$ cat src/design/tmb_pkg.sv
`timescale 1ns / 1ps
// ----------------------------------------------------------------------------
// tmb_pkg
// shared constants, codes and controller/datapath interface types
// ----------------------------------------------------------------------------
package tmb_pkg;

    localparam int MAX_WIDTH_DEF  = 1024;
    localparam int MAX_HEIGHT_DEF = 1024;
    localparam int MAX_TILE_DEF   = 16;

    localparam int CFG_ADDR_W = 3;
    localparam int CFG_DATA_W = 11;

    localparam int PIX_W    = 8;
    localparam int STAT_W   = 2;
    localparam int OPOS_W   = 10;
    localparam int M_DATA_W = 32;
    localparam int M_PAD_W  = M_DATA_W - PIX_W - 2 * OPOS_W;

    localparam logic [CFG_ADDR_W-1:0] REG_IMAGE_WIDTH  = 3'd0;
    localparam logic [CFG_ADDR_W-1:0] REG_IMAGE_HEIGHT = 3'd1;
    localparam logic [CFG_ADDR_W-1:0] REG_TILE_SIZE    = 3'd2;
    localparam logic [CFG_ADDR_W-1:0] REG_THRESHOLD    = 3'd3;
    localparam logic [CFG_ADDR_W-1:0] REG_ACTIVE_ROW   = 3'd4;

    localparam logic [10:0] IMAGE_WIDTH_RST  = 11'd640;
    localparam logic [10:0] IMAGE_HEIGHT_RST = 11'd480;
    localparam logic [4:0]  TILE_SIZE_RST    = 5'd8;
    localparam logic [7:0]  THRESHOLD_RST    = 8'd128;
    localparam logic [10:0] ACTIVE_ROW_RST   = 11'd100;

    localparam logic CMD_PUSH = 1'b0;
    localparam logic CMD_PULL = 1'b1;

    localparam logic [STAT_W-1:0] STAT_PUSH_OK   = 2'd0;
    localparam logic [STAT_W-1:0] STAT_PIXEL     = 2'd1;
    localparam logic [STAT_W-1:0] STAT_NOT_READY = 2'd2;
    localparam logic [STAT_W-1:0] STAT_OVERRUN   = 2'd3;

    localparam logic [PIX_W-1:0] PIX_WHITE = 8'd255;
    localparam logic [PIX_W-1:0] PIX_BLACK = 8'd0;

    typedef struct packed {
        logic load_item;
        logic div_start;
        logic sum_rd;
        logic push_wr;
        logic fin_init;
        logic fin_rd;
        logic fin_mul;
        logic fin_cmp;
        logic band_done;
        logic bits_rd;
        logic pull_out;
        logic set_reject;
        logic emit;
    } tmb_cmd_t;

    typedef struct packed {
        logic item_pull;
        logic br_full;
        logic br_empty;
        logic div_done;
        logic band_end;
        logic fin_more;
        logic out_free;
    } tmb_stat_t;

endpackage

$ cat src/design/tmb_ctrl.sv
`timescale 1ns / 1ps
// ----------------------------------------------------------------------------
// tmb_ctrl
// sequencer for push, pull, band finish sweep and result hand-off
// ----------------------------------------------------------------------------
module tmb_ctrl import tmb_pkg::*; (
    input  logic      aclk,
    input  logic      aresetn,
    input  logic      s_tvalid,
    output logic      s_tready,
    output tmb_cmd_t  cmd,
    input  tmb_stat_t stat
);

    typedef enum logic [3:0] {
        ST_IDLE,
        ST_DECIDE,
        ST_DIV,
        ST_PUSH_WR,
        ST_FIN_RD,
        ST_FIN_MUL,
        ST_FIN_CMP,
        ST_PULL_OUT,
        ST_EMIT
    } state_t;

    state_t state_reg, state_next;

    always_ff @(posedge aclk) begin
        if (!aresetn) begin
            state_reg <= ST_IDLE;
        end else begin
            state_reg <= state_next;
        end
    end

    always_comb begin
        cmd        = '0;
        state_next = state_reg;
        case (state_reg)
            ST_IDLE: begin
                if (s_tvalid) begin
                    cmd.load_item = 1'b1;
                    state_next    = ST_DECIDE;
                end
            end
            ST_DECIDE: begin
                if ((!stat.item_pull && stat.br_full) || (stat.item_pull && stat.br_empty)) begin
                    cmd.set_reject = 1'b1;
                    state_next     = ST_EMIT;
                end else begin
                    cmd.div_start = 1'b1;
                    state_next    = ST_DIV;
                end
            end
            ST_DIV: begin
                if (stat.div_done) begin
                    if (stat.item_pull) begin
                        cmd.bits_rd = 1'b1;
                        state_next  = ST_PULL_OUT;
                    end else begin
                        cmd.sum_rd = 1'b1;
                        state_next = ST_PUSH_WR;
                    end
                end
            end
            ST_PUSH_WR: begin
                cmd.push_wr = 1'b1;
                if (stat.band_end) begin
                    cmd.fin_init = 1'b1;
                    state_next   = ST_FIN_RD;
                end else begin
                    state_next = ST_EMIT;
                end
            end
            ST_FIN_RD: begin
                if (stat.fin_more) begin
                    cmd.fin_rd = 1'b1;
                    state_next = ST_FIN_MUL;
                end else begin
                    cmd.band_done = 1'b1;
                    state_next    = ST_EMIT;
                end
            end
            ST_FIN_MUL: begin
                cmd.fin_mul = 1'b1;
                state_next  = ST_FIN_CMP;
            end
            ST_FIN_CMP: begin
                cmd.fin_cmp = 1'b1;
                state_next  = ST_FIN_RD;
            end
            ST_PULL_OUT: begin
                cmd.pull_out = 1'b1;
                state_next   = ST_EMIT;
            end
            ST_EMIT: begin
                if (stat.out_free) begin
                    cmd.emit   = 1'b1;
                    state_next = ST_IDLE;
                end
            end
            default: begin
                state_next = ST_IDLE;
            end
        endcase
    end

    assign s_tready = (state_reg == ST_IDLE);

endmodule
$ cat config.mk
export PLATFORM = sky130hd
export DESIGN_NAME = tmb_ctrl
export DESIGN_NICKNAME = d
export VERILOG_FILES = /design/src/design/tmb_pkg.sv /design/src/design/tmb_ctrl.sv
export SDC_FILE = /design/constraint.sdc
export NUM_CORES = 1
export LEC_CHECK = 0
export BUFFER_PORTS_ARGS = -buffer_cell sky130_fd_sc_hd__buf_2
export CORE_AREA = 4 4 41 43
export CTS_CLUSTER_DIAMETER = 100
export CTS_CLUSTER_SIZE = 12
export DETAILED_ROUTE_END_ITERATION = 8
export DIE_AREA = 0 0 45 47
export GPL_ROUTABILITY_DRIVEN = 0
export PLACE_DENSITY = 0.65
export SLEW_MARGIN = 25
export SYNTH_ARGS = -nofsm -noshare
export SYNTH_HDL_FRONTEND = slang
export SYNTH_SLANG_ARGS = --single-unit
$ cat constraint.sdc
create_clock -name aclk -period 1.55 [get_ports aclk]
set_clock_uncertainty 0.1 [all_clocks]
set_input_delay 0.3875 -clock aclk [delete_from_list [all_inputs] [get_ports aclk]]
set_output_delay 0.3875 -clock aclk [all_outputs]
set_load 0.01 [all_outputs]
-- Word-level counts from Yosys, hierarchy flattened
Cells that the tools add are included.
W data, S select, Z words.
- RAM bits: 0
- input bits: 10
- word-level logic and storage cells: 49
- bits in latches: 0
- ROM bits: 0
- memories kept: 0
- register bits: 4
- $add $sub $neg: 0
- shifts and indexed selects: 0
- bitwise logic cells: 0
- reductions and logical operators: 6
- multiply operators: 0
- $lt $le $gt $ge: 0
- mux-type cells: 31
- div/mod/pow operators: 0
- eq/ne operators: 11
- operators with widths (cell ; count):
    $pmux W4 S9 ; 1
    $mux W4 ; 6
    $mux W1 ; 22
    $eq A4 B3 Y1 const B ; 4
    $eq A4 B2 Y1 const B ; 2
    $ne A2 B2 Y1 const B ; 3
    $eq A4 B1 Y1 const B ; 1
    $eq A4 B4 Y1 const B ; 1
    $logic_not A4 Y1 ; 1
    $mux W3 ; 1
    $reduce_and A3 Y1 ; 1
    $logic_and A1 B1 Y1 ; 2
    $mux W2 ; 1
    $logic_not A1 Y1 ; 1
    $logic_or A1 B1 Y1 ; 1

-- Longest topological paths before layout
Gate-level depths: netlist of run 1.
- depth in word-level cells: 5
- mapped depth: 4
- gate-level depth less buffers: 3

-- Least setup slack after synthesis of run 1
OpenSTA, ideal clock, no wires.
- path type: register -> output
- start point: register state_reg[2]
- end point: output port cmd[12] (netlist name)
- path slack: -0.204 ns
- path buffers: 1
- data required time: 1.062 ns
- stages on the path, launching flop included: 4
- arrival: 1.267 ns
- path through: dfxtp_1 clkbuf_1 nor4_1 and2_1
- RTL lines (what ; line ; text):
    start: declaration ; tmb_ctrl.sv:27 ; state_t state_reg, state_next;
    start signal: assignment ; tmb_ctrl.sv:33 ; state_reg <= state_next;
    end: declaration ; tmb_ctrl.sv:11 ; output tmb_cmd_t cmd,

==> metrics.md, run 1 <==
| Metric | Value |
|---|---|
| Status | `finished with violations` |
| Failing checks | `negative setup slack` |
| Sink Count | `4` |
| Hold Path Stages | `2` |
| Post-Place Setup Slack | `-0.06877 ns` |
| Initial Util | `27.21%` |
| GRT overflow | `0` |
| Syn nets | `58` |
| Reg-to-reg endpoint | `state_reg[3]` |
| Share of layout cells above drive strength 1 | `69.77%` |
| Arr. time, crit path | `1.31 ns` |
| Final worst slack | `-0.2428 ns` |
| CTS tree | `done` |
| Initial antenna violation count | `0` |
| Yosys top cell area share | `22.61%` |
| Critical path type | `flop to output port` |
| CP Max Fanout | `4` |
| Post-synthesis cell type count | `23` |
| HPWL Detailed | `around 940 µm` |
| Total power | `0.4938 mW` |
| Buffers added on ports | `23` |
| Die height | `47 µm` |
| Routed Wire Length | `1.305 mm` |
| Final slew viol count | `0` |
| Yosys reg bits | `4` |
| Synth Instances | `between 40 and 50` |
| H-tree levels | `1` |
| Tightest Hold Check Type | `input pin to flop` |
| Clock Tree Buf Depth | `2` |
| Vias in the first global route | `526` |
| Setup violators final | `14` |
| Max FFs per register | `4` |
| I/O Pins | `24` |
| Vias/cell | `5.000` |
| Period utilisation layout | `115.7%` |
| Pin count of the biggest net entering global routing | `8` |
| Wirelength per Cell | `12.92 µm` |
| Synthesis warning total | `0` |
| PD cells | `682.8 mW/mm²` |
| Die width | `45 µm` |
| Syn Std Cell Area | `roughly 350 µm²` |
| Worst Hold Path EP | `state_reg[3]` |
| Largest cells by area after synthesis | `dfxtp_1 23%, nand2b_1 8.8%, nor2_1 7.4%` |
| Rel. slew slack | `78.99%` |
| Dominant cell type by area after synthesis | `dfxtp_1` |
| All-layer global routing usage | `14.61%` |
| Reg2reg setup slack | `about 0.17 ns` |
| R2R depth | `5` |
| Max Cap Violations | `0` |
| Clock root buffer | `clkbuf_4` |
| P&R area growth vs syn | `104.2%` |
| RSZ-0062 raised after global routing | `yes` |
| CTS Buf Count | `3` |
| # hold bufs at CTS | `0` |
| 1st-iter DRT viols | `5` |
| First-pass GRT wire length | `between 2 and 2.5 mm` |
| Clock Pin Slew Worst Setup and Hold Paths | `0.04 ns` |
| Most common cell after layout, fill and taps aside | `buf_2` |
| Hold Path Origin | `aresetn` |
| Fin util | `55.58%` |
| Post-route ant nets | `0` |
| Worst skew pair latency | `0.23 ns` |
| Peak VDD IR | `approximately 0.63 mV` |
| Crit Reg-Reg Startpoint | `state_reg[2]` |
| Syn Area/Cell | `approximately 7.4 µm²` |
| Startpoint types | `flop` |
| DIE AREA | `~0.0021 mm²` |
| Critical Path RT | `roughly 1.1 ns` |
| DRC Markers | `0` |
| Crit end category | `output port` |
| Final hold vios | `0` |
| Pre-antenna DRT Iters | `3` |
| Worst Tran Pin Value | `0.3141 ns` |
| Register area share after synthesis | `22.61%` |
| Upper clock frequency limit | `557.8 MHz` |
| Via Count | `505` |
| Std-Cell Rows | `13` |
| Number of diodes | `0` |
| Leakage | `approximately 0.34 nW` |
| Min cycle time layout | `1.793 ns` |
| Highest-count cells in the layout ignoring fill and taps | `23 x buf_2, 12 x buf_4, 5 x nor2_1` |
| Core Region | `0.001301 mm²` |
| Nets | `98` |
## final cells by class
class	count	area [µm²]
repair buffers	39	250.2
fillers	132	578.1
multi-input cells	38	339.1
flip-flops and latches	4	85.08
clock buffers	3	22.52
well taps	15	18.77
inverters	2	7.507
## Yosys cell counts (all sizes together)
cell    count
a211oi      1
a21o        1
a21oi       1
and2        2
buf         3
clkbuf      1
dfxtp       4
inv         2
mux2i       2
nand2       1
nand2b      5
nand3       1
nor2        7
nor2b       3
nor3        3
nor4        4
nor4b       2
o21bai      1
o31a        1
o32ai       2
or4b        1
## per-stage QoR
step	hold WS (ns)	instance area, µm²	instances	setup TNS (ns)
after floorplan	0.4154	386.6	48	-0.1036
after global placement	0.4949	611.8	97	-0.09487
after detailed placement	0.4975	611.8	97	-0.1778
after CTS	0.3073	705.7	101	-1.935
after global routing	0.3083	723.2	101	-3.049
final	0.3057	723.2	101	-1.973
## how the worst max path moves through the flow
stage                          to  cells past startpoint          from  slack [ns]
after detailed placement   cmd[1]                      4       stat[6]       -0.07
after CTS                  cmd[0]                      3  state_reg[2]       -0.24
final                      cmd[0]                      3  state_reg[0]       -0.24
after global routing       cmd[0]                      3  state_reg[0]       -0.29
after global placement     cmd[1]                      4       stat[6]       -0.05
after floorplan           cmd[12]                      3  state_reg[2]       -0.05
## worst max-delay path, stage by stage, from the launching register on
cell	delay, ns
dfxtp_2	0.34
or4b_4	0.52
nor2_1	0.09
buf_2	0.13
## per-layer routing
metal | part of all wire, % | GRT usage, % | vias up | wire (µm)
li1 | - | - | 252 | -
met1 | 39 | 16.36 | 238 | 505
met2 | 55 | 28.53 | 15 | 712
met4 | 0 | 0 | 0 | 0
met3 | 6.7 | 4.598 | 0 | 87
met5 | 0 | 0 | - | 0
## repair_timing
action                                  CTS  global route
pin swaps                                 3             1
endpoints found under the setup margin   14            14
resized for setup                        16             5
buffers inserted                          1             0
## logic make-up after synthesis
logic type	Yosys count	synth area share (%)
AOI/OAI and AO/OA	7	15.20
buffers and inverters	6	8.128
DFF	4	22.62
muxes	2	5.654
and+or+nand+nor	29	48.41
## power breakdown
part	internal [mW]	total (mW)	switching, mW	leakage, nW
Combinational	0.127	0.240	0.113	0.293
Sequential	0.116	0.130	0.0136	0.0344
Clock	0.0862	0.124	0.0383	0.0138
Note: power is estimated with default switching activity, not from simulation.
==> run 2, diff against run 1 <==
SETUP_SLACK_MARGIN = 0.4   (was default)
==> run 2 against run 1 <==
Critical path depth is the same. Setup slack better by 0.0010 ns. Flip-flop and latch count unchanged. Routed wire length up 25%. Power is 20% higher. Clock power grew 5%. Critical endpoint unchanged. Sequential power decreased by 3%. The run still ends with negative setup slack left. Final cell count increased by 9.9%. Clock-buffer cell count did not move.
==> metrics.md, run 2 (synthesis gave the netlist of run 1 again) <==
| Metric | Value |
|---|---|
| Status | `finished with violations` |
| Failing checks | `negative setup slack` |
| Routed Wire Length | `1.627 mm (+25%)` |
| Most used routing layer | `met2` |
| PD cells | `592.8 mW/mm² (-13%)` |
| I/O Pins | `24 (unchanged)` |
| CTS Buf Count | `3 (unchanged)` |
| Via Count | `562 (+11%)` |
| Core Region | `0.001301 mm² (unchanged)` |
| Upper clock frequency limit | `558.1 MHz (about the same)` |
| Critical path type | `flop to output port` |
| Worst skew pair latency | `0.24 ns (about the same)` |
| Vias in the first global route | `589 (+12%)` |
| Crit path launch | `state_reg[0]` |
| Min cycle time layout | `1.792 ns (-0.001016 ns)` |
| P&R area growth vs syn | `183.0%` |
| RSZ-0062 raised after global routing | `yes` |
| Nets | `108 (+10%)` |
| Grt met2 use | `32.77% (+4.2 points)` |
| Die width | `45 µm (unchanged)` |
| H-tree levels | `1 (unchanged)` |
| Sequential cell area | `87.58 µm² (+2.9%)` |
| Crit Reg-Reg Startpoint | `state_reg[0]` |
| DRC Markers | `0 (unchanged)` |
| M3 GR Usage | `2.682% (-1.9 points)` |
| Hold Path Origin | `aresetn` |
| Number of diodes | `0 (unchanged)` |
| Wirelength per Cell | `14.66 µm (+13%)` |
| Highest-count cells in the layout ignoring fill and taps | `18 x buf_2, 18 x buf_6, 13 x buf_4` |
| Fin util | `77.02% (+21 points)` |
| DIE AREA | `0.002115 mm² (unchanged)` |
| Sink Count | `4 (unchanged)` |
| Post-placement cell count | `96 (-1.0%)` |
| Initial antenna violation count | `0 (unchanged)` |
| Crit end category | `output port` |
| Final slew viol count | `0 (unchanged)` |
| Clock Tree Buf Depth | `2 (unchanged)` |
| Rel. slew slack | `79.98% (+0.99 points)` |
| CP Max Fanout | `3 (-1)` |
| Multi-input logic area | `475.5 µm² (+40%)` |
| GRT overflow | `0 (unchanged)` |
| Buffers added on ports | `23 (unchanged)` |
| Period utilisation layout | `115.6% (about the same)` |
| Tightest Hold Check Type | `input pin to flop` |
| Leakage | `0.4407 nW (+29%)` |
| Cell Count, Final, Fillers Out | `111 (+9.9%)` |
| Post-route ant nets | `0 (unchanged)` |
| Max Cap Violations | `0 (unchanged)` |
| Die height | `47 µm (unchanged)` |
| Hold Slack | `0.3059 ns (+0.0002330 ns)` |
| Pin count of the biggest net entering global routing | `8 (unchanged)` |
| Initial Util | `27.21% (unchanged)` |
| Arr. time, crit path | `1.30 ns (about the same)` |
| Pre-antenna DRT Iters | `2 (-1)` |
| Critical Path RT | `1.06 ns (about the same)` |
| First-pass GRT wire length | `2.608 mm (+15%)` |
| All-layer global routing usage | `17.71% (+3.1 points)` |
| Max FFs per register | `4 (unchanged)` |
| Std-Cell Rows | `13 (unchanged)` |
| Final worst slack | `-0.2417 ns (+0.001016 ns)` |
| Layout fillers | `96 (-27%)` |
| Met1 GRT Util | `18.91% (+2.5 points)` |
| Share of layout cells above drive strength 1 | `86.46% (+17 points)` |
| CTS tree | `done` |
| Vias/cell | `5.063 (+1.3%)` |
| Peak VDD IR | `0.4247 mV (-33%)` |
| Clock Pin Slew Worst Setup and Hold Paths | `0.04 ns (about the same)` |
| Setup violators final | `14 (unchanged)` |
| HPWL Detailed | `1.051 mm (+11%)` |
| Clock root buffer | `clkbuf_4` |
| Worst Tran Pin Value | `0.2945 ns (-0.01966 ns)` |
| Final hold vios | `0 (unchanged)` |
| 1st-iter DRT viols | `8 (+3)` |
| Startpoint types | `flop` |
-- run 2: worst paths after layout --
kind | endpoint | slack, ns | cells past startpoint
max | cmd[0] | -0.24 | 3
min | state_reg[3] | 0.31 | 2
max reg2reg | state_reg[3] | 0.11 | 4
min reg2reg | state_reg[0] | 0.56 | 2
-- run 2: cell type report --
| class | instances | area share [%] |
|---|---|---|
| Tap cell | 15 | 1.873 |
| Multi-Input combinational cell | 38 | 47.44 |
| Sequential cell | 4 | 8.739 |
| Clock buffer | 3 | 2.247 |
| Timing Repair Buffer | 49 | 38.95 |
| Inverter | 2 | 0.7491 |
-- run 2: per-stage QoR --
| stage | power [mW] | TNS, ns | setup WS, ns | area, µm² |
|---|---|---|---|---|
| finish | 0.5941 | -2.036 | -0.2417 | 1002 |
| global route | 0.6350 | -2.899 | -0.2780 | 1002 |
| CTS | 0.5566 | -1.984 | -0.2411 | 913.4 |
| detailed placement | 0.3645 | -0.1776 | -0.1110 | 705.7 |
| global placement | 0.3613 | -0.1288 | -0.07950 | 705.7 |
| floorplan | 0.2849 | 0 | 0.01242 | 514.2 |
-- run 2: critical path, cell delays in order (launching register included) --
cell and delay (ns):
dfxtp_2 0.32, or4b_4 0.56, nor2_4 0.10, buf_6 0.10
-- run 2: repair_timing --
| item | 4_1_cts | 5_1_grt |
|---|---|---|
| hold buffers | 0 | 0 |
| endpoints found under the setup margin | 17 | 18 |
| buffers inserted | 8 | 4 |
| resized for setup | 27 | 10 |
| hold endpoints to repair | 0 | 0 |
| pin swaps | 12 | 8 |
-- run 2: where the power goes --
part	switching, mW	internal (mW)	total [mW]
clock network	0.0432	0.0866	0.130
logic	0.160	0.178	0.339
registers	0.0102	0.115	0.126
total	0.214	0.380	0.594
-- run 2: per-layer routing --
layer	vias up	part of all wire, %
met5	-	0
met4	0	0.61
met3	2	4.1
met2	16	58
met1	272	37
li1	272	-
